===== src/hw/rtl/acsv_pkg.sv =====
`timescale 1ns / 1ps
// ----------------------------------------------------------------------------
// acsv_pkg
// Shared types, constants and helpers of the addressed CSV command parser.
// ----------------------------------------------------------------------------
package acsv_pkg;

    localparam int VALUE_W             = 32;
    localparam int ADDR_CHARS_W        = 32;
    localparam int ADDR_LEN_W          = 3;
    localparam int MAX_ADDRESS_CHARS   = 4;
    localparam int ADDR_CMP_LIMIT      = (MAX_ADDRESS_CHARS < 4) ? MAX_ADDRESS_CHARS : 4;
    localparam int FRACTION_DIGITS_DEF = 3;
    localparam int FRACTION_DIGITS_MAX = 6;
    localparam int SCALE_W             = 20;
    localparam int POW_IDX_W           = 3;
    localparam int CFG_IDX_W           = 1;

    localparam logic [ADDR_LEN_W-1:0]   TEXT_LEN_MAX      = 3'd7;
    localparam logic [ADDR_CHARS_W-1:0] ADDR_CHARS_RESET  = 32'h3100_0000;
    localparam logic [ADDR_LEN_W-1:0]   ADDR_LEN_RESET    = 3'd1;

    localparam logic [CFG_IDX_W-1:0] CFG_ADDR_CHARS = 1'd0;
    localparam logic [CFG_IDX_W-1:0] CFG_ADDR_LEN   = 1'd1;

    localparam logic [7:0] CH_TAB     = 8'h09;
    localparam logic [7:0] CH_NEWLINE = 8'h0A;
    localparam logic [7:0] CH_VT      = 8'h0B;
    localparam logic [7:0] CH_CR      = 8'h0D;
    localparam logic [7:0] CH_SPACE   = 8'h20;
    localparam logic [7:0] CH_PLUS    = 8'h2B;
    localparam logic [7:0] CH_COMMA   = 8'h2C;
    localparam logic [7:0] CH_MINUS   = 8'h2D;
    localparam logic [7:0] CH_POINT   = 8'h2E;
    localparam logic [7:0] CH_ZERO    = 8'h30;
    localparam logic [7:0] CH_NINE    = 8'h39;

    localparam logic [VALUE_W-1:0] VALUE_POS_SAT = 32'h7FFF_FFFF;
    localparam logic [VALUE_W-1:0] VALUE_NEG_SAT = 32'h8000_0000;

    typedef enum logic [2:0] {
        K_NEWLINE,
        K_COMMA,
        K_SPACE,
        K_PLUS,
        K_MINUS,
        K_DIGIT,
        K_POINT,
        K_OTHER
    } t_kind;

    typedef enum logic [1:0] {
        NP_LEAD,
        NP_INT,
        NP_FRAC,
        NP_STOP
    } t_num_phase;

    typedef struct packed {
        t_kind      kind;
        logic [7:0] ch;
    } t_token;

    function automatic logic [SCALE_W-1:0] pow10(input logic [POW_IDX_W-1:0] n);
        logic [SCALE_W-1:0] r;
        unique case (n)
            3'd0:    r = 20'd1;
            3'd1:    r = 20'd10;
            3'd2:    r = 20'd100;
            3'd3:    r = 20'd1000;
            3'd4:    r = 20'd10000;
            3'd5:    r = 20'd100000;
            3'd6:    r = 20'd1000000;
            default: r = 20'd1;
        endcase
        return r;
    endfunction

endpackage


===== src/hw/rtl/acsv_rx_if.sv =====
`timescale 1ns / 1ps
// ----------------------------------------------------------------------------
// acsv_rx_if
// Received character channel.
// ----------------------------------------------------------------------------
interface acsv_rx_if;
    logic       valid;
    logic       ready;
    logic [7:0] rx_byte;

    modport source (output valid, output rx_byte, input ready);
    modport sink   (input valid, input rx_byte, output ready);
endinterface


===== src/hw/rtl/acsv_res_if.sv =====
`timescale 1ns / 1ps
// ----------------------------------------------------------------------------
// acsv_res_if
// Result channel: start angle, distance and end angle in thousandths.
// ----------------------------------------------------------------------------
interface acsv_res_if;
    logic               valid;
    logic               ready;
    logic signed [31:0] start_angle_milli;
    logic signed [31:0] travel_dist_milli;
    logic signed [31:0] end_angle_milli;

    modport source (output valid, output start_angle_milli, output travel_dist_milli,
                    output end_angle_milli, input ready);
    modport sink   (input valid, input start_angle_milli, input travel_dist_milli,
                    input end_angle_milli, output ready);
endinterface


===== src/hw/rtl/acsv_front.sv =====
`timescale 1ns / 1ps
// ----------------------------------------------------------------------------
// acsv_front
// Takes received characters and classifies them into tokens for the queue.
// ----------------------------------------------------------------------------
module acsv_front (
    acsv_rx_if.sink        i_rx,
    output logic           o_tok_valid,
    input  logic           i_tok_ready,
    output acsv_pkg::t_token o_tok
);

    acsv_pkg::t_kind w_kind;

    always_comb begin
        unique case (i_rx.rx_byte) inside
            acsv_pkg::CH_NEWLINE: w_kind = acsv_pkg::K_NEWLINE;
            acsv_pkg::CH_COMMA:   w_kind = acsv_pkg::K_COMMA;
            acsv_pkg::CH_SPACE, acsv_pkg::CH_TAB, [acsv_pkg::CH_VT:acsv_pkg::CH_CR]:
                                  w_kind = acsv_pkg::K_SPACE;
            acsv_pkg::CH_PLUS:    w_kind = acsv_pkg::K_PLUS;
            acsv_pkg::CH_MINUS:   w_kind = acsv_pkg::K_MINUS;
            acsv_pkg::CH_POINT:   w_kind = acsv_pkg::K_POINT;
            [acsv_pkg::CH_ZERO:acsv_pkg::CH_NINE]:
                                  w_kind = acsv_pkg::K_DIGIT;
            default:              w_kind = acsv_pkg::K_OTHER;
        endcase
    end

    assign o_tok.kind  = w_kind;
    assign o_tok.ch    = i_rx.rx_byte;
    assign o_tok_valid = i_rx.valid;
    assign i_rx.ready  = i_tok_ready;

endmodule


===== src/hw/rtl/acsv_queue.sv =====
`timescale 1ns / 1ps
// ----------------------------------------------------------------------------
// acsv_queue
// Two-entry token queue between the classifier and the executor.
// ----------------------------------------------------------------------------
module acsv_queue (
    input  logic             i_clk,
    input  logic             i_rst_n,
    input  logic             i_in_valid,
    output logic             o_in_ready,
    input  acsv_pkg::t_token i_in_tok,
    output logic             o_out_valid,
    input  logic             i_out_ready,
    output acsv_pkg::t_token o_out_tok
);

    acsv_pkg::t_token r_mem [2];
    logic             r_wr_ptr;
    logic             r_rd_ptr;
    logic [1:0]       r_count;
    logic             n_wr_ptr;
    logic             n_rd_ptr;
    logic [1:0]       n_count;
    logic             w_push;
    logic             w_pop;

    assign o_in_ready  = (r_count != 2'd2);
    assign o_out_valid = (r_count != 2'd0);
    assign o_out_tok   = r_mem[r_rd_ptr];
    assign w_push      = i_in_valid && o_in_ready;
    assign w_pop       = o_out_valid && i_out_ready;

    always_comb begin
        n_wr_ptr = r_wr_ptr ^ w_push;
        n_rd_ptr = r_rd_ptr ^ w_pop;
        n_count  = r_count + 2'(w_push) - 2'(w_pop);
    end

    always_ff @(posedge i_clk) begin
        if (!i_rst_n) begin
            r_wr_ptr <= 1'b0;
            r_rd_ptr <= 1'b0;
            r_count  <= 2'd0;
        end else begin
            r_wr_ptr <= n_wr_ptr;
            r_rd_ptr <= n_rd_ptr;
            r_count  <= n_count;
        end
    end

    always_ff @(posedge i_clk) begin
        if (w_push) begin
            r_mem[r_wr_ptr] <= i_in_tok;
        end
    end

endmodule


===== src/hw/rtl/acsv_back.sv =====
`timescale 1ns / 1ps
// ----------------------------------------------------------------------------
// acsv_back
// Executes tokens: address match, number conversion, slot rotation, result.
// ----------------------------------------------------------------------------
module acsv_back #(
    parameter int FRACTION_DIGITS = acsv_pkg::FRACTION_DIGITS_DEF
) (
    input  logic                              i_clk,
    input  logic                              i_rst_n,
    input  logic                              i_cfg_we,
    input  logic [acsv_pkg::CFG_IDX_W-1:0]    i_cfg_index,
    input  logic [acsv_pkg::ADDR_CHARS_W-1:0] i_cfg_data,
    input  logic                              i_tok_valid,
    output logic                              o_tok_ready,
    input  acsv_pkg::t_token                  i_tok,
    acsv_res_if.source                        o_res
);

    localparam int FSEEN_W = (FRACTION_DIGITS > 0) ? $clog2(FRACTION_DIGITS + 1) : 1;
    localparam int VW      = acsv_pkg::VALUE_W;
    localparam int MAG_W   = VW + acsv_pkg::SCALE_W;

    logic [acsv_pkg::ADDR_CHARS_W-1:0] r_addr_chars;
    logic [acsv_pkg::ADDR_LEN_W-1:0]   r_addr_len;

    logic                        r_addr_phase, n_addr_phase;
    logic                        r_matched,    n_matched;
    logic [1:0]                  r_slot,       n_slot;
    logic [VW-1:0]               r_slot0,      n_slot0;
    logic [VW-1:0]               r_slot1,      n_slot1;
    logic                        r_text_ok,    n_text_ok;
    logic [acsv_pkg::ADDR_LEN_W-1:0] r_text_len, n_text_len;
    logic [VW-1:0]               r_acc,        n_acc;
    logic                        r_neg,        n_neg;
    acsv_pkg::t_num_phase        r_phase,      n_phase;
    logic [FSEEN_W-1:0]          r_fseen,      n_fseen;
    logic                        r_out_valid,  n_out_valid;
    logic [VW-1:0]               r_out_start,  n_out_start;
    logic [VW-1:0]               r_out_dist,   n_out_dist;
    logic [VW-1:0]               r_out_end,    n_out_end;

    logic                        w_take;
    logic [VW+3:0]               w_acc_ext;
    logic [VW+3:0]               w_acc_mul;
    logic [VW-1:0]               w_acc_dig;
    logic [acsv_pkg::SCALE_W-1:0] w_scale;
    logic [MAG_W-1:0]            w_mag;
    logic                        w_sat;
    logic [VW-1:0]               w_value;
    logic [7:0]                  w_want;
    logic                        w_char_ok;

    assign o_tok_ready = !r_out_valid || o_res.ready;
    assign w_take      = i_tok_valid && o_tok_ready;

    // acc * 10 + digit, saturating
    assign w_acc_ext = {4'b0, r_acc};
    assign w_acc_mul = (w_acc_ext << 3) + (w_acc_ext << 1) + {{VW{1'b0}}, i_tok.ch[3:0]};
    assign w_acc_dig = (|w_acc_mul[VW+3:VW]) ? {VW{1'b1}} : w_acc_mul[VW-1:0];

    // scale missing fraction digits, then saturate to signed
    assign w_scale = acsv_pkg::pow10(acsv_pkg::POW_IDX_W'(FRACTION_DIGITS)
                                     - acsv_pkg::POW_IDX_W'(r_fseen));
    assign w_mag   = MAG_W'(r_acc) * MAG_W'(w_scale);
    assign w_sat   = |w_mag[MAG_W-1:VW-1];
    always_comb begin
        if (r_neg) begin
            w_value = w_sat ? acsv_pkg::VALUE_NEG_SAT : (VW'(0) - w_mag[VW-1:0]);
        end else begin
            w_value = w_sat ? acsv_pkg::VALUE_POS_SAT : w_mag[VW-1:0];
        end
    end

    assign w_want    = r_addr_chars[VW-1 - 8 * r_text_len[1:0] -: 8];
    assign w_char_ok = (r_text_len < r_addr_len)
                    && (r_text_len < acsv_pkg::ADDR_LEN_W'(acsv_pkg::ADDR_CMP_LIMIT))
                    && (w_want == i_tok.ch);

    always_comb begin
        n_addr_phase = r_addr_phase;
        n_matched    = r_matched;
        n_slot       = r_slot;
        n_slot0      = r_slot0;
        n_slot1      = r_slot1;
        n_text_ok    = r_text_ok;
        n_text_len   = r_text_len;
        n_acc        = r_acc;
        n_neg        = r_neg;
        n_phase      = r_phase;
        n_fseen      = r_fseen;
        n_out_valid  = r_out_valid && !o_res.ready;
        n_out_start  = r_out_start;
        n_out_dist   = r_out_dist;
        n_out_end    = r_out_end;

        if (w_take) begin
            unique case (i_tok.kind)
                acsv_pkg::K_NEWLINE: begin
                    n_addr_phase = 1'b1;
                    n_matched    = 1'b0;
                    n_slot       = 2'd0;
                end
                acsv_pkg::K_COMMA: begin
                    if (r_matched) begin
                        if (r_slot >= 2'd2) begin
                            n_out_valid = 1'b1;
                            n_out_start = r_slot0;
                            n_out_dist  = r_slot1;
                            n_out_end   = w_value;
                            n_slot      = 2'd0;
                        end else begin
                            if (r_slot == 2'd0) begin
                                n_slot0 = w_value;
                            end else begin
                                n_slot1 = w_value;
                            end
                            n_slot = r_slot + 2'd1;
                        end
                    end
                    if (r_addr_phase && r_text_ok && (r_text_len == r_addr_len)) begin
                        n_matched = 1'b1;
                    end
                    n_addr_phase = 1'b0;
                    n_text_ok    = 1'b1;
                    n_text_len   = '0;
                    n_acc        = '0;
                    n_neg        = 1'b0;
                    n_phase      = acsv_pkg::NP_LEAD;
                    n_fseen      = '0;
                end
                default: begin
                    if (!w_char_ok) begin
                        n_text_ok = 1'b0;
                    end
                    if (r_text_len < acsv_pkg::TEXT_LEN_MAX) begin
                        n_text_len = r_text_len + acsv_pkg::ADDR_LEN_W'(1);
                    end
                    unique case (r_phase)
                        acsv_pkg::NP_LEAD: begin
                            unique case (i_tok.kind)
                                acsv_pkg::K_SPACE: ;
                                acsv_pkg::K_PLUS: begin
                                    n_neg   = 1'b0;
                                    n_phase = acsv_pkg::NP_INT;
                                end
                                acsv_pkg::K_MINUS: begin
                                    n_neg   = 1'b1;
                                    n_phase = acsv_pkg::NP_INT;
                                end
                                acsv_pkg::K_DIGIT: begin
                                    n_acc   = w_acc_dig;
                                    n_phase = acsv_pkg::NP_INT;
                                end
                                acsv_pkg::K_POINT: n_phase = acsv_pkg::NP_FRAC;
                                default:           n_phase = acsv_pkg::NP_STOP;
                            endcase
                        end
                        acsv_pkg::NP_INT: begin
                            unique case (i_tok.kind)
                                acsv_pkg::K_DIGIT: n_acc   = w_acc_dig;
                                acsv_pkg::K_POINT: n_phase = acsv_pkg::NP_FRAC;
                                default:           n_phase = acsv_pkg::NP_STOP;
                            endcase
                        end
                        acsv_pkg::NP_FRAC: begin
                            if (i_tok.kind == acsv_pkg::K_DIGIT) begin
                                if (r_fseen < FSEEN_W'(FRACTION_DIGITS)) begin
                                    n_acc   = w_acc_dig;
                                    n_fseen = r_fseen + FSEEN_W'(1);
                                end
                            end else begin
                                n_phase = acsv_pkg::NP_STOP;
                            end
                        end
                        default: ;
                    endcase
                end
            endcase
        end
    end

    always_ff @(posedge i_clk) begin
        if (!i_rst_n) begin
            r_addr_chars <= acsv_pkg::ADDR_CHARS_RESET;
            r_addr_len   <= acsv_pkg::ADDR_LEN_RESET;
        end else if (i_cfg_we) begin
            unique case (i_cfg_index)
                acsv_pkg::CFG_ADDR_CHARS: r_addr_chars <= i_cfg_data;
                acsv_pkg::CFG_ADDR_LEN:   r_addr_len   <= i_cfg_data[acsv_pkg::ADDR_LEN_W-1:0];
                default: ;
            endcase
        end
    end

    always_ff @(posedge i_clk) begin
        if (!i_rst_n) begin
            r_addr_phase <= 1'b0;
            r_matched    <= 1'b0;
            r_slot       <= 2'd0;
            r_slot0      <= '0;
            r_slot1      <= '0;
            r_text_ok    <= 1'b1;
            r_text_len   <= '0;
            r_acc        <= '0;
            r_neg        <= 1'b0;
            r_phase      <= acsv_pkg::NP_LEAD;
            r_fseen      <= '0;
            r_out_valid  <= 1'b0;
        end else begin
            r_addr_phase <= n_addr_phase;
            r_matched    <= n_matched;
            r_slot       <= n_slot;
            r_slot0      <= n_slot0;
            r_slot1      <= n_slot1;
            r_text_ok    <= n_text_ok;
            r_text_len   <= n_text_len;
            r_acc        <= n_acc;
            r_neg        <= n_neg;
            r_phase      <= n_phase;
            r_fseen      <= n_fseen;
            r_out_valid  <= n_out_valid;
        end
    end

    always_ff @(posedge i_clk) begin
        r_out_start <= n_out_start;
        r_out_dist  <= n_out_dist;
        r_out_end   <= n_out_end;
    end

    assign o_res.valid             = r_out_valid;
    assign o_res.start_angle_milli = r_out_start;
    assign o_res.travel_dist_milli = r_out_dist;
    assign o_res.end_angle_milli   = r_out_end;

endmodule


===== src/hw/rtl/addressed_csv_command_parser.sv =====
`timescale 1ns / 1ps
// ----------------------------------------------------------------------------
// addressed_csv_command_parser
// Line/field parser: matches a node address, converts three fields to
// signed thousandths and emits them as one result.
//
// Channel   Dir  Payload                                    Transfer when
// i_rx      in   rx_byte[7:0]                               valid && ready
// o_res     out  start_angle_milli, travel_dist_milli,      valid && ready
//                end_angle_milli (32b signed each)
// i_cfg_*   in   index[0], data[31:0]                       i_cfg_we
//
// One character per cycle sustained unless a result waits on a stalled
// receiver. A character passes through the queue to the executor; a result
// is registered after its comma. Reset is synchronous. A two-entry queue
// absorbs output stalls; input ready drops only when it is full.
// ----------------------------------------------------------------------------
module addressed_csv_command_parser #(
    parameter int FRACTION_DIGITS = acsv_pkg::FRACTION_DIGITS_DEF
) (
    input  logic                              i_clk,
    input  logic                              i_rst_n,
    input  logic                              i_cfg_we,
    input  logic [acsv_pkg::CFG_IDX_W-1:0]    i_cfg_index,
    input  logic [acsv_pkg::ADDR_CHARS_W-1:0] i_cfg_data,
    acsv_rx_if.sink                           i_rx,
    acsv_res_if.source                        o_res
);

    logic             w_f_valid;
    logic             w_f_ready;
    acsv_pkg::t_token w_f_tok;
    logic             w_b_valid;
    logic             w_b_ready;
    acsv_pkg::t_token w_b_tok;

    acsv_front u_front (
        .i_rx        (i_rx),
        .o_tok_valid (w_f_valid),
        .i_tok_ready (w_f_ready),
        .o_tok       (w_f_tok)
    );

    acsv_queue u_queue (
        .i_clk       (i_clk),
        .i_rst_n     (i_rst_n),
        .i_in_valid  (w_f_valid),
        .o_in_ready  (w_f_ready),
        .i_in_tok    (w_f_tok),
        .o_out_valid (w_b_valid),
        .i_out_ready (w_b_ready),
        .o_out_tok   (w_b_tok)
    );

    acsv_back #(
        .FRACTION_DIGITS (FRACTION_DIGITS)
    ) u_back (
        .i_clk       (i_clk),
        .i_rst_n     (i_rst_n),
        .i_cfg_we    (i_cfg_we),
        .i_cfg_index (i_cfg_index),
        .i_cfg_data  (i_cfg_data),
        .i_tok_valid (w_b_valid),
        .o_tok_ready (w_b_ready),
        .i_tok       (w_b_tok),
        .o_res       (o_res)
    );

endmodule


===== src/flat_wrapper.sv =====
// flat-port wrapper written by rule: the top's interface ports become plain ports
module addressed_csv_command_parser_flat 
#(
    parameter int FRACTION_DIGITS = acsv_pkg::FRACTION_DIGITS_DEF
)
  (i_clk, i_rst_n, i_cfg_we, i_cfg_index, i_cfg_data, i_rx_valid, i_rx_rx_byte, i_rx_ready, o_res_valid, o_res_start_angle_milli, o_res_travel_dist_milli, o_res_end_angle_milli, o_res_ready);
  acsv_rx_if i_rx_i ();
  acsv_res_if o_res_i ();
  input  logic i_clk;
  input  logic i_rst_n;
  input  logic i_cfg_we;
  input  logic [acsv_pkg::CFG_IDX_W-1:0] i_cfg_index;
  input  logic [acsv_pkg::ADDR_CHARS_W-1:0] i_cfg_data;
  input wire logic [$bits(i_rx_i.valid)-1:0] i_rx_valid;
  input wire logic [$bits(i_rx_i.rx_byte)-1:0] i_rx_rx_byte;
  output wire logic [$bits(i_rx_i.ready)-1:0] i_rx_ready;
  output wire logic [$bits(o_res_i.valid)-1:0] o_res_valid;
  output wire logic [$bits(o_res_i.start_angle_milli)-1:0] o_res_start_angle_milli;
  output wire logic [$bits(o_res_i.travel_dist_milli)-1:0] o_res_travel_dist_milli;
  output wire logic [$bits(o_res_i.end_angle_milli)-1:0] o_res_end_angle_milli;
  input wire logic [$bits(o_res_i.ready)-1:0] o_res_ready;
  assign i_rx_i.valid = i_rx_valid;
  assign i_rx_i.rx_byte = i_rx_rx_byte;
  assign i_rx_ready = i_rx_i.ready;
  assign o_res_valid = o_res_i.valid;
  assign o_res_start_angle_milli = o_res_i.start_angle_milli;
  assign o_res_travel_dist_milli = o_res_i.travel_dist_milli;
  assign o_res_end_angle_milli = o_res_i.end_angle_milli;
  assign o_res_i.ready = o_res_ready;
  addressed_csv_command_parser #(.FRACTION_DIGITS(FRACTION_DIGITS)) u_core (.i_clk(i_clk), .i_rst_n(i_rst_n), .i_cfg_we(i_cfg_we), .i_cfg_index(i_cfg_index), .i_cfg_data(i_cfg_data), .i_rx(i_rx_i), .o_res(o_res_i));
endmodule

===== config.mk =====
export PLATFORM = sky130hd
export DESIGN_NAME = addressed_csv_command_parser_flat
export DESIGN_NICKNAME = d
export VERILOG_FILES = /design/src/hw/rtl/acsv_pkg.sv /design/src/hw/rtl/acsv_rx_if.sv /design/src/hw/rtl/acsv_res_if.sv /design/src/hw/rtl/acsv_front.sv /design/src/hw/rtl/acsv_queue.sv /design/src/hw/rtl/acsv_back.sv /design/src/hw/rtl/addressed_csv_command_parser.sv /design/src/flat_wrapper.sv
export SDC_FILE = /design/constraint.sdc
export NUM_CORES = 1
export LEC_CHECK = 0
export BUFFER_PORTS_ARGS = -buffer_cell sky130_fd_sc_hd__buf_2
export CORE_MARGIN = 2
export CORE_UTILIZATION = 60
export CTS_CLUSTER_DIAMETER = 150
export DETAILED_ROUTE_END_ITERATION = 12
export GPL_TIMING_DRIVEN = 0
export MAX_ROUTING_LAYER = met4
export PLACE_DENSITY_LB_ADDON = 0.2
export REMOVE_ABC_BUFFERS = 1
export SKIP_CTS_REPAIR_TIMING = 1
export SLEW_MARGIN = 20
export SYNTH_ARGS = -nofsm -noshare
export SYNTH_HDL_FRONTEND = slang
export SYNTH_HIERARCHICAL = 1
export SYNTH_SLANG_ARGS = --single-unit

===== constraint.sdc =====
create_clock -name i_clk -period 10.7 [get_ports i_clk]
set_input_delay 1.605 -clock i_clk [delete_from_list [all_inputs] [get_ports i_clk]]
set_output_delay 1.605 -clock i_clk [all_outputs]
set_load 0.03 [all_outputs]

[Word-level counts from Yosys, hierarchy flattened]
Memory sizes are Yosys's and may differ from the RTL's. A register that Yosys moved wholly into a read port is not among the register bits.
Cells that the tools add are included.
W data, S select, Z words.
Operators by class
  shift operators: 1
  magnitude comparators: 9
  mux-type cells: 40
  bitwise operators: 6
  reduce and logical (&&, ||, !) cells: 44
  equal/unequal tests: 33
  multipliers: 1
  add/subtract/negate cells: 10
Operator list (count)
  $mux W32: 7
  $pmux W32 S2: 2
  $pmux W20 S6: 1
  $mul A32 B20 Y52: 1
  $eq A8 B6 Y1 const B: 5
  $shiftx A39 B33 Y8: 1
  $add A35 B33 Y36: 1
  $add A36 B4 Y36: 1
  $sub A1 B32 Y32 const A: 1
  $pmux W3 S7: 1
  $reduce_or A21 Y1: 1
  $eq A3 B3 Y1 const B: 6
  $eq A8 B4 Y1 const B: 2
  $pmux W2 S2: 4
  $reduce_and A5 Y1: 3
  $reduce_bool A2 Y1: 7
  $eq A3 B2 Y1 const B: 4
  $mux W2: 6
  $pmux W2 S3: 2
  $reduce_and A3 Y1: 4
  $reduce_and A6 Y1: 2
  $mux W1: 10
  $pmux W1 S2: 5
  $logic_and A1 B1 Y1: 9
  39 further kinds: 58
Storage, ports and cells
  output and inout port bits: 98
  input port bits: 46
  RAM bits: 22
  register bits: 245
  memories: 1
  logic and storage cells: 165
Memories
  u_core.u_queue.r_mem: depth 2, width 11, rd ports 1, clocked after memory_dff 1, wr ports 1, RTL line acsv_queue.sv:17  | acsv_pkg::t_token r_mem [2];

[Depth between registers and ports, before layout]
Gate-level depths: netlist of the first run.
  depth in word-level cells: 8
  depth in mapped cells: 36
  gate-level depth less buffers: 28

[Modules after synthesis]
Netlist of the first run, hierarchy kept.
Modules (own cells, without submodules)
  acsv_back: cells each 2671, area an instance 24240.7 µm², times used 1
  acsv_queue: cells each 63, area an instance 1054.8 µm², times used 1
  acsv_front: cells each 41, area an instance 276.5 µm², times used 1

[Least setup slack after synthesis of the first run]
No wires, ideal clock.
  kind: register to register
  start point: reg u_core.u_back.r_fseen[0]
  end point: reg u_core.u_back.r_out_end[6] (netlist: u_core/u_back/o_res.end_angle_milli[6]), data pin
  buffers on the path: 7
  cell stages (with the launch flop): 34
  period minus slack after synthesis: 8.696 ns
  path slack: 2.004 ns
  library setup time: 0.256 ns
  arrival: 8.440 ns
  cells stage by stage: dfxtp_1 clkbuf_1 inv_1 ha_1 or2_2 clkbuf_1 clkbuf_1 and2_1 fa_1 fa_1 inv_1 fa_1 inv_1 fa_1 ha_1 fa_1 inv_1 fa_1 inv_1 ha_1 buf_2 nand4_1 a2111oi_2 a211oi_2 a2111oi_0 nor2_1 xnor2_1 nor4_4 and3_1 buf_2 buf_4 buf_2 nand2_1 a22o_1
Between the ends
  word-level cells in the longest chain between the ends: 7
  elaborated cells between the ends (all ways): 14
  classes of those cells: add/sub (2); mul (1); eq/ne (6); mux (4); reduce/logical (1)
Ends and longest elaborated chain
  start, declared: RTL line acsv_back.sv:37  | logic [FSEEN_W-1:0] r_fseen, n_fseen;
  start signal, assigned: RTL line acsv_back.sv:221  | r_fseen <= n_fseen;
  $sub A2 B2 Y3 *: RTL line acsv_back.sv:64  | - acsv_pkg::POW_IDX_W'(r_fseen));
  $eq A3 B3 Y1 (tied with other cells): RTL line acsv_pkg.sv:66  | unique case (n)
  $pmux W20 S6 *: RTL line acsv_pkg.sv:66
  $mul A32 B20 Y52 *: RTL line acsv_back.sv:65  | assign w_mag = MAG_W'(r_acc) * MAG_W'(w_scale);
  $sub A1 B32 Y32 or $reduce_or A21 Y1 (tied branches): RTL line acsv_back.sv:69, acsv_back.sv:66
  $mux W32 (on tied branches): RTL line acsv_back.sv:69, acsv_back.sv:71
  $mux W32 *: RTL line acsv_back.sv:68  | if (r_neg) begin
  net u_core.u_back.w_value[6]: RTL line acsv_back.sv:50  | logic [VW-1:0] w_value;
  end signal, assigned: RTL line acsv_back.sv:229  | r_out_end <= n_out_end;
  end, declared: RTL line acsv_back.sv:41  | logic [VW-1:0] r_out_end, n_out_end;
The timed path passes the listed nets; every way through them passes the cells marked *.
A chain may end at the register's enable or synchronous reset.

[Worst setup path in the final report of the first run]
  start point: reg u_core.u_back.r_fseen[0]
  end point: reg u_core.u_back.r_out_end[15] (netlist: u_core/u_back/o_res.end_angle_milli[15]), data pin
The elaborated chain is that of the path after synthesis.

==> results of run 1 <==
==> registers in the layout, indices dropped and copies added, names as in the netlist, 2 cells and up, named ones only <==
| signal | flops |
|---|---|
| u_core/u_back/o_res.travel_dist_milli | 32 |
| u_core/u_back/r_addr_len | 3 |
| u_core/u_back/r_slot1 | 32 |
| u_core/u_queue/r_mem | 22 |
| u_core/u_back/r_addr_chars | 32 |
| u_core/u_back/r_slot | 2 |
| u_core/u_queue/r_count | 2 |
| u_core/u_back/r_acc | 32 |
| u_core/u_back/r_slot0 | 32 |
| u_core/u_back/o_res.end_angle_milli | 32 |
| u_core/u_back/r_text_len | 3 |
| u_core/u_back/r_fseen | 2 |
| u_core/u_back/o_res.start_angle_milli | 32 |
| u_core/u_back/r_phase | 2 |
==> placed cells by master (no fill, tap or decap), types with 13 or more instances in the layout <==
| master | count |
|---|---|
| a21o_1 | 35 |
| buf_2 | 142 |
| xnor2_1 | 28 |
| ha_1 | 294 |
| o21ai_0 | 122 |
| nor2b_1 | 45 |
| fa_1 | 204 |
| inv_1 | 327 |
| clkbuf_16 | 27 |
| a31oi_1 | 44 |
| dfxtp_1 | 148 |
| o21bai_1 | 13 |
| nand2_1 | 263 |
| edfxtp_1 | 118 |
| o211ai_1 | 21 |
| a21oi_1 | 165 |
| nand4_1 | 34 |
| nor3_1 | 57 |
| nor2_1 | 112 |
| o21a_1 | 18 |
| nand2b_1 | 19 |
| xor2_1 | 30 |
| and3_1 | 27 |
| a22oi_1 | 15 |
| nand3_1 | 60 |
| a211oi_1 | 24 |
| a221o_1 | 22 |
| and2_1 | 123 |
==> Yosys cell counts, types with 15 or more instances <==
cell type,count
o21a_1,18
nand2_1,264
buf_2,27
a21o_1,35
nand3_1,60
dfxtp_1,150
a21oi_1,165
fa_1,204
a22oi_1,15
ha_1,297
a31oi_1,44
xor2_1,30
a211oi_1,25
a221o_1,22
o211ai_1,21
clkbuf_1,89
inv_1,329
nor3_1,60
nand2b_1,20
o21ai_0,122
and3_1,28
nand4_1,34
and2_1,124
nor2_1,113
xnor2_1,28
nor2b_1,46
edfxtp_1,118
==> worst reg2reg max path: stages (launching register included) <==
cell and delay [ns]:
dfxtp_4 0.59, inv_1 0.30, ha_2 0.46, or2_2 0.59
and2_1 0.31, fa_1 0.43, fa_1 0.55, inv_1 0.06
fa_1 0.54, inv_1 0.06, fa_1 0.45, ha_1 0.33
fa_1 0.53, inv_1 0.05, fa_1 0.53, inv_1 0.04
ha_1 0.45, a21oi_1 0.32, o21ai_0 0.36, a211oi_2 0.40
a21oi_2 0.15, o41a_1 0.40, xor2_1 0.20, nor4_4 0.60
and3_2 0.44, buf_12 0.25, a21oi_1 0.18, or2_2 0.30
==> cell families (layout without fill, tap and decap cells) <==
family | Yosys count | in the layout | share of synthesized area (%)
simple gates | 836 | 836 | 16.87
compound gates | 615 | 615 | 16.17
fa+ha+maj | 501 | 501 | 30.50
buf+inv | 466 | 531 | 7.212
flops | 268 | 268 | 25.60
xor+xnor | 58 | 58 | 1.987
mux | 31 | 31 | 1.664
==> worst max-delay path by stage <==
stage,endpoint,slack [ns],depth (start not counted)
finish,u_core/u_back/o_res.end_angle_milli[15],0.58,27
CTS,u_core/u_back/o_res.end_angle_milli[25],-0.09,26
global route,u_core/u_back/o_res.end_angle_milli[15],0.05,27
global placement,u_core/u_back/o_res.end_angle_milli[15],-1.35,26
floorplan,u_core/u_back/o_res.end_angle_milli[15],0.88,26
detailed placement,u_core/u_back/o_res.end_angle_milli[25],-0.04,26
==> metal layers <==
layer | vias to the layer above | global-route usage (%)
met4 | 0 | 7.237
li1 | 9795 | -
met2 | 558 | 45.40
met1 | 9736 | 36.57
met3 | 92 | 2.697
met5 | - | -
==> cell type report <==
class | instances | area (um^2) | share of cell area (%)
multi-input cells | 2041 | 17240 | 62.85
inverters | 330 | 1246 | 4.542
clock inverters | 18 | 201.4 | 0.7342
well taps | 539 | 674.4 | 2.458
clock buffers | 32 | 694.4 | 2.531
repair buffers | 151 | 827.0 | 3.014
flip-flops and latches | 268 | 6551 | 23.88
==> stage by stage <==
stage	setup WS [ns]	hold slack, ns
floorplan	0.8810	0.3995
global placement	-1.346	0.4126
detailed placement	-0.04091	0.4069
CTS	-0.08593	0.4271
global route	0.05038	0.4381
finish	0.5788	0.4244
==> power breakdown <==
part | total (W) | internal (W) | switching [W] | leakage (nW)
sequential | 0.00118 | 0.00112 | 0.0000603 | 2.30
combinational | 0.00147 | 0.000541 | 0.000928 | 10.6
clock | 0.000965 | 0.000562 | 0.000404 | 0.432
==> results.ini, run 1 <==
[yosys]
yosysSeqAreaShare_pct = 25.60
yosysUniqueCellTypes = 97
syn_inst = 2775
synthTopCellsByArea = fa_1 (16%), ha_1 (15%), edfxtp_1 (14%)
ys_ff_latch = 268
yosys.area.top_type = fa_1
ys_warn_count = 6
syn_avg_cell_area_um2 = 9.215
synth_ff_type = dfxtp_1
synth_top_area_share_pct = 15.97
syn_area_mm2 = 0.02557
async_flop_share_pct = 0
synth-edff-count = 118

[global_route]
grt_pass1_wl_um = 97720
grt_max_degree = 79
grt.overflow.total = 0
grtUsageTotal_pct = 27.49
antenna_found_initial = 0
first_global_vias = 19790

[layout]
syn_to_final_growth_pct = 7.300
finalNonFillerCells = 3379
post-route-util_pct = 65.27
layout.nets = 3366
antenna_cells = 0
drive_above_1_share_pct = 9.859
fin_area_mm2 = 0.02744
nFillCells = 3441

[sta]
relSlewSlack_pct = 32.71
hold_violations = 0
max_freq_ghz = 0.09880
worst_slew_pin_slew_ns = 1.003
tns_ns = 0
setup_violations = 0
rsz0062_at_grt = no
post-route-min-period_ns = 10.12
finClkSkew_ns = 0.01443
period_share_pct = 94.59
report.final.slew_viol_count = 0

[drt]
wl_met3_um = 2771
drc = 1
via_per_inst = 5.972
top_layer_used = met4
drtIter0Drc = 1219
avgRoutedWirePerCell_um = 17.47
ant_nets = 0
vias = 20181
drtPass1Iterations = 10
met2_length_um = 28380
wirelength_met1_um = 26680
wirelength_um = 59040

[critical_path]
crit_slowest_cell = dfxtp_4
critical_path_class = flop to flop
r2r_cells = 27
reg2reg_from = u_core/u_back/r_fseen[0]
worst_path_most_repeated_cell = fa_1
slowest_delay_ns = 0.59
cp-startpoint = u_core/u_back/r_fseen[0]
setup.worst_path.start_class = flop
cp.arrival_ns = 10.43
crit_family = adder cells
reg2reg_slack_ns = 0.58
worstPathMaxFanout = 46
required_ns = 11.01
worstPathBufferInverterCount = 6
reg2reg_to = u_core/u_back/o_res.end_angle_milli[15]
endpoint_kind = flop

[die]
core_area_mm2 = 0.04204
rows = 75
dieArea_mm2 = 0.04429
start_util_pct = 60.83
io_pins = 144
die-height_um = 210.4
die_width_um = 210.4

[status]
status = complete, but fails checks
violations = design-rule violations

[place]
port_buffers = 143
dp_hpwl_um = 46440
placed_area_mm2 = 0.02651
gp_congestion = 0.9209
place_inst = 3329

[clock_network]
cts_root_buffer = clkbuf_16
clk_pin_slew_ns = 0.06
clk_latency_ns = 0.56
h-tree-depth = 1
cts_tree = built
cts.sinks = 268
cts_made_buffers = 27
clockBufferDepth = 3

[min_path]
min_to = u_core/u_back/o_res.travel_dist_milli[19]
hp-start = u_core/u_back/r_slot1[19]
hold_class = flop to flop
holdPathStages = 0

[power]
max-vdd-ir-drop_v = 0.0001324
power_w = 0.003611
p_leak_nw = 13.36
cellPowerDensity_mw_per_mm2 = 131.6

[flow_run]
cap_viol_max_count = 0

Power figures use the tool's default switching activity.
==> run 2: changes to the inputs <==
--- a/config.mk
+++ b/config.mk
@@ -7,7 +7,7 @@
 export LEC_CHECK = 0
 export BUFFER_PORTS_ARGS = -buffer_cell sky130_fd_sc_hd__buf_2
 export CORE_MARGIN = 2
-export CORE_UTILIZATION = 60
+export CORE_UTILIZATION = 35
 export CTS_CLUSTER_DIAMETER = 150
 export DETAILED_ROUTE_END_ITERATION = 12
 export GPL_TIMING_DRIVEN = 0
==> results.ini, run 2 (synthesized netlist as in run 1, its figures left out) <==
[status]
status = finished clean

[sta]
finClkSkew_ns = 0.04113  ; +0.02670 ns
tns_ns = 0  ; unchanged
post-route-min-period_ns = 10.21  ; +0.08853 ns
whs_ns = 0.4270  ; +0.002561 ns
max_freq_ghz = 0.09795  ; -0.87%
setup_violations = 0  ; unchanged
rsz0062_at_grt = no
report.final.slew_viol_count = 0  ; unchanged
hold_violations = 0  ; unchanged
period_share_pct = 95.42  ; +0.83 points
worst_slew_pin_slew_ns = 1.038  ; +0.03462 ns
relSlewSlack_pct = 30.81  ; -1.9 points

[flow_run]
cap_viol_max_count = 0  ; unchanged

[clock_network]
h-tree-depth = 1  ; unchanged
clockBufferDepth = 3  ; unchanged
clk_latency_ns = 0.60  ; +0.04 ns
clk_pin_slew_ns = 0.06  ; about the same
cts_root_buffer = clkbuf_16
cts_made_buffers = 28  ; +3.7%
cts.sinks = 268  ; unchanged
cts_tree = built

[power]
power_w = 0.003671  ; +1.7%
switching_share_pct = 39.09  ; +0.55 points
max-vdd-ir-drop_v = 0.0001418  ; +7.1%
p_seq_share_pct = 32.1  ; -0.5 points
p_comb_share_pct = 40.5  ; -0.2 points
clkPwrFrac_pct = 27.4  ; +0.7 points
p_leak_nw = 13.43  ; +0.48%
p_switching_w = 0.001435  ; +3.1%
power.internal_w = 0.002236  ; +0.74%
cellPowerDensity_mw_per_mm2 = 130.7  ; -0.72%

[layout]
post-route-util_pct = 38.70  ; -27 points
finalNonFillerCells = 3805  ; +13%
layout_common_cells = inv_1 (327), ha_1 (294), nand2_1 (263), fa_1 (204), a21oi_1 (165)
antenna_cells = 0  ; unchanged
layout.nets = 3371  ; +0.15%
syn_to_final_growth_pct = 9.859
final_common_cell = inv_1
drive_above_1_share_pct = 10.30  ; +0.44 points

[place]
dp_hpwl_um = 50870  ; +9.5%
port_buffers = 143  ; unchanged
place_inst = 3751  ; +13%
gp_congestion = 0.9017  ; -2.1%

[die]
start_util_pct = 35.23  ; -26 points
rows = 99  ; +32%
die-height_um = 274.3  ; +30%
dieArea_mm2 = 0.07524  ; +70%
io_pins = 144  ; unchanged
die_width_um = 274.3  ; +30%
core_area_mm2 = 0.07259  ; +73%

[global_route]
grtUsageTotal_pct = 17.35  ; -10 points
first_global_vias = 19994  ; +1.0%
grt_max_degree = 79  ; unchanged
grt_pass1_wl_um = 104500  ; +7.0%
grt.overflow.total = 0  ; unchanged
antenna_found_initial = 0  ; unchanged

[drt]
ant_nets = 0  ; unchanged
vias = 19913  ; -1.3%
drtPass1Iterations = 7  ; -3
avgRoutedWirePerCell_um = 16.83  ; -3.7%
drc = 0  ; -1
via_per_inst = 5.233  ; -12%
wirelength_um = 64030  ; +8.4%
drtIter0Drc = 1045  ; -14%

[min_path]
hold_class = flop to flop

[critical_path]
worstPathMaxFanout = 41  ; -11%
cp.arrival_ns = 10.56  ; +0.13 ns
required_ns = 11.05  ; +0.04 ns
setup.worst_path.start_class = flop
critical_path_class = flop to flop
endpoint_kind = flop
reg2reg_slack_ns = 0.49  ; -0.09 ns

[run 2: cell types whose count changed in the layout (fill, tap and decap cells not counted), moves of 2 or more]
cell,before,now
clkbuf_1,5,3
clkbuf_8,0,3
clkinv_1,7,3
clkinv_2,3,6
clkinv_4,1,4
buf_4,5,8
[run 2: final timing paths]
path | end | from | cells after the start
max | u_core/u_back/o_res.end_angle_milli[15] | u_core/u_back/r_fseen[0] | 27
min | u_core/u_back/o_res.travel_dist_milli[14] | u_core/u_back/r_slot1[14] | 0
max reg2reg | u_core/u_back/o_res.end_angle_milli[15] | u_core/u_back/r_fseen[0] | 27
min reg2reg | u_core/u_back/o_res.travel_dist_milli[14] | u_core/u_back/r_slot1[14] | 0
[run 2: routing by layer]
metal / global-route usage, % / vias up / part of all wire (%)
li1: - / 9816 / -
met3: 1.480 / 81 / 3.3
met4: 3.704 / 0 / 1.8
met1: 22.57 / 9626 / 46
met2: 29.42 / 390 / 48
met5: - / - / 0
[run 2: power groups by stage]
stage	clock, W	sequential (W)	combinational (W)
2_1_floorplan	0	0.00118	0.00113
3_3_place_gp	0	0.00120	0.00144
6_report	0.00101	0.00118	0.00149
5_1_grt	0.00108	0.00119	0.00166
4_1_cts	0.00104	0.00118	0.00148
3_5_place_dp	0	0.00120	0.00147
[run 2: worst max-delay path, cell delays in order (launching register included)]
cell and delay, ns:
dfxtp_4 0.59, inv_1 0.30, ha_2 0.47, or2_2 0.61, and2_1 0.30, fa_1 0.42
fa_1 0.55, inv_1 0.06, fa_1 0.55, inv_1 0.06, fa_1 0.45, ha_1 0.33
fa_1 0.54, inv_1 0.06, fa_1 0.53, inv_1 0.04, ha_1 0.54, nand4_1 0.26
nor4_1 0.58, a21oi_1 0.29, a211oi_1 0.30, o31ai_1 0.11, a311oi_1 0.26, and4b_1 0.51
and3_2 0.50, buf_12 0.25, a21oi_1 0.14, or2_2 0.29
[run 2: final cells by class]
class / count / area [um^2]
clock buffer: 34 / 753.2
fill: 7353 / 44490
clock inverter: 18 / 211.5
sequential: 268 / 6551
multi-input combinational: 2041 / 17260
tap: 959 / 1200
timing repair buffer: 155 / 869.6
inverter: 330 / 1246
[run 2: per-stage QoR]
stage,area (um^2),setup WS [ns]
after floorplan,24970,0.8810
after global placement,26880,-1.892
after detailed placement,27070,-0.4784
after CTS,28030,-0.5052
after global routing,28090,0.01691
final,28090,0.4902
==> run 3: changes to the inputs <==
--- a/config.mk
+++ b/config.mk
@@ -8,6 +8,7 @@
 export BUFFER_PORTS_ARGS = -buffer_cell sky130_fd_sc_hd__buf_2
 export CORE_MARGIN = 2
 export CORE_UTILIZATION = 35
+export CTS_BUF_LIST = sky130_fd_sc_hd__clkbuf_8
 export CTS_CLUSTER_DIAMETER = 150
 export DETAILED_ROUTE_END_ITERATION = 12
 export GPL_TIMING_DRIVEN = 0
==> results.ini, run 3 (synthesized netlist as in run 1, its figures left out) <==
[layout]
syn_to_final_growth_pct = 9.781  ; about the same
drive_above_1_share_pct = 10.77  ; +0.48 points
layout_common_cells = inv_1 (343), ha_1 (294), nand2_1 (263), fa_1 (204), a21oi_1 (165)
final_common_cell = inv_1
fin_area_mm2 = 0.02807  ; about the same
layout.nets = 3388  ; +0.50%
post-route-util_pct = 38.68  ; about the same
finalNonFillerCells = 3839  ; +0.89%

[drt]
ant_nets = 0  ; unchanged
vias = 20005  ; +0.46%
drtPass1Iterations = 5  ; -2
avgRoutedWirePerCell_um = 16.80  ; -0.17%
drc = 0  ; unchanged
via_per_inst = 5.211  ; -0.43%
wirelength_um = 64490  ; +0.73%
drtIter0Drc = 996  ; -4.7%

[clock_network]
cts_root_buffer = clkbuf_8
h-tree-depth = 2  ; +1
clk_latency_ns = 0.64  ; +0.04 ns
cts_made_buffers = 45  ; +61%
cts.sinks = 268  ; unchanged
cts_tree = built
clk_pin_slew_ns = 0.07  ; about the same
clockBufferDepth = 3  ; unchanged

[place]
dp_hpwl_um = 50870  ; unchanged
place_inst = 3751  ; unchanged
placed_area_mm2 = 0.02707  ; unchanged
port_buffers = 143  ; unchanged
dp_slack_ns = -0.4784  ; unchanged
gp_congestion = 0.9017  ; unchanged

[critical_path]
setup.worst_path.start_class = flop
required_ns = 11.05  ; about the same
cp.arrival_ns = 10.48  ; -0.08 ns
crit_family = adder cells
crit_slowest_cell = dfxtp_4
critical_path_class = flop to flop
worst_path_most_repeated_cell = fa_1
cp_num_cells = 27  ; unchanged
worstPathBufferInverterCount = 6  ; unchanged
r2r_cells = 27  ; unchanged
slowest_delay_ns = 0.60  ; about the same
worstPathMaxFanout = 41  ; unchanged
endpoint_kind = flop

[power]
switching_share_pct = 40.11  ; +1.0 points
max-vdd-ir-drop_v = 0.0001386  ; -2.3%
p_switching_w = 0.001450  ; +1.1%
clkPwrFrac_pct = 26.2  ; -1.2 points
p_comb_share_pct = 41.2  ; +0.7 points
power.internal_w = 0.002165  ; -3.2%
p_seq_share_pct = 32.6  ; +0.5 points
p_leak_nw = 13.49  ; +0.44%
cellPowerDensity_mw_per_mm2 = 128.8  ; -1.4%

[sta]
relSlewSlack_pct = 29.31  ; -1.5 points
tns_ns = 0  ; unchanged
period_share_pct = 94.66  ; -0.76 points
hold_violations = 0  ; unchanged
fin_ws_ns = 0.5713  ; +0.08108 ns
max_freq_ghz = 0.09873  ; +0.80%
post-route-min-period_ns = 10.13  ; -0.08108 ns
finClkSkew_ns = 0.03967  ; -0.001466 ns
report.final.slew_viol_count = 0  ; unchanged
rsz0062_at_grt = no
setup_violations = 0  ; unchanged
worst_slew_pin_slew_ns = 1.060  ; +0.02257 ns

[die]
die_width_um = 274.3  ; unchanged
start_util_pct = 35.23  ; unchanged
dieArea_mm2 = 0.07524  ; unchanged
die-height_um = 274.3  ; unchanged
io_pins = 144  ; unchanged
rows = 99  ; unchanged
core_area_mm2 = 0.07259  ; unchanged

[global_route]
grtUsageTotal_pct = 17.54  ; +0.19 points
antenna_found_initial = 1  ; +1
first_global_vias = 20157  ; +0.82%
busiest_layer = met2
grt_util_met2_pct = 29.42  ; unchanged
grt.overflow.total = 0  ; unchanged
use_met1_pct = 22.53  ; -0.046 points
grt_pass1_wl_um = 105000  ; +0.49%
use_met3_pct = 2.058  ; +0.58 points
grt_max_degree = 79  ; unchanged

[flow_run]
cap_viol_max_count = 0  ; unchanged

[min_path]
hold_class = flop to flop
holdPathStages = 0  ; unchanged

[status]
status = finished clean

-- run 3: worst paths after layout --
check	start	end	slack, ns
max	u_core/u_back/r_fseen[0]	u_core/u_back/o_res.end_angle_milli[15]	0.57
min	u_core/u_back/r_slot0[4]	u_core/u_back/o_res.start_angle_milli[4]	0.42
max reg2reg	u_core/u_back/r_fseen[0]	u_core/u_back/o_res.end_angle_milli[15]	0.57
min reg2reg	u_core/u_back/r_slot0[4]	u_core/u_back/o_res.start_angle_milli[4]	0.42
-- run 3: cell type report --
class                           instances  area, um^2
Fill cell                            7362       44510
Multi-Input combinational cell       2041       17270
Sequential cell                       268        6551
Inverter                              330        1246
Tap cell                              959        1200
Timing Repair Buffer                  155       869.6
Clock buffer                           50       688.2
Clock inverter                         34       245.2
Antenna cell                            2       5.005
-- run 3: metrics by stage --
step / total power [W] / hold WS (ns)
after CTS: 0.003644 / 0.4226
after global routing: 0.003873 / 0.4279
after floorplan: 0.002305 / 0.3995
after detailed placement: 0.002672 / 0.4130
after global placement: 0.002637 / 0.4128
final: 0.003615 / 0.4231
-- run 3: worst reg2reg max path, delay by kind of cell (launching register included) --
| family | cells | cell delay [ns] |
|---|---|---|
| flip-flops | 1 | 0.60 |
| buffers and inverters | 6 | 0.78 |
| AO/OA/AOI/OAI | 6 | 1.58 |
| adder cells (fa/ha/maj) | 9 | 4.31 |
| AND/OR/NAND/NOR | 6 | 2.58 |
-- run 3: power groups by stage --
stage	clock [W]	combinational [W]	sequential [W]
4_1_cts	0.000982	0.00148	0.00118
2_1_floorplan	0	0.00113	0.00118
5_1_grt	0.00103	0.00166	0.00119
6_report	0.000946	0.00149	0.00118
3_3_place_gp	0	0.00144	0.00120
3_5_place_dp	0	0.00147	0.00120
-- run 3: metal layers --
layer / vias up / part of all wire (%)
met2: 388 / 48
met3: 77 / 3.4
li1: 9864 / -
met5: - / 0
met1: 9676 / 46
met4: 0 / 1.8
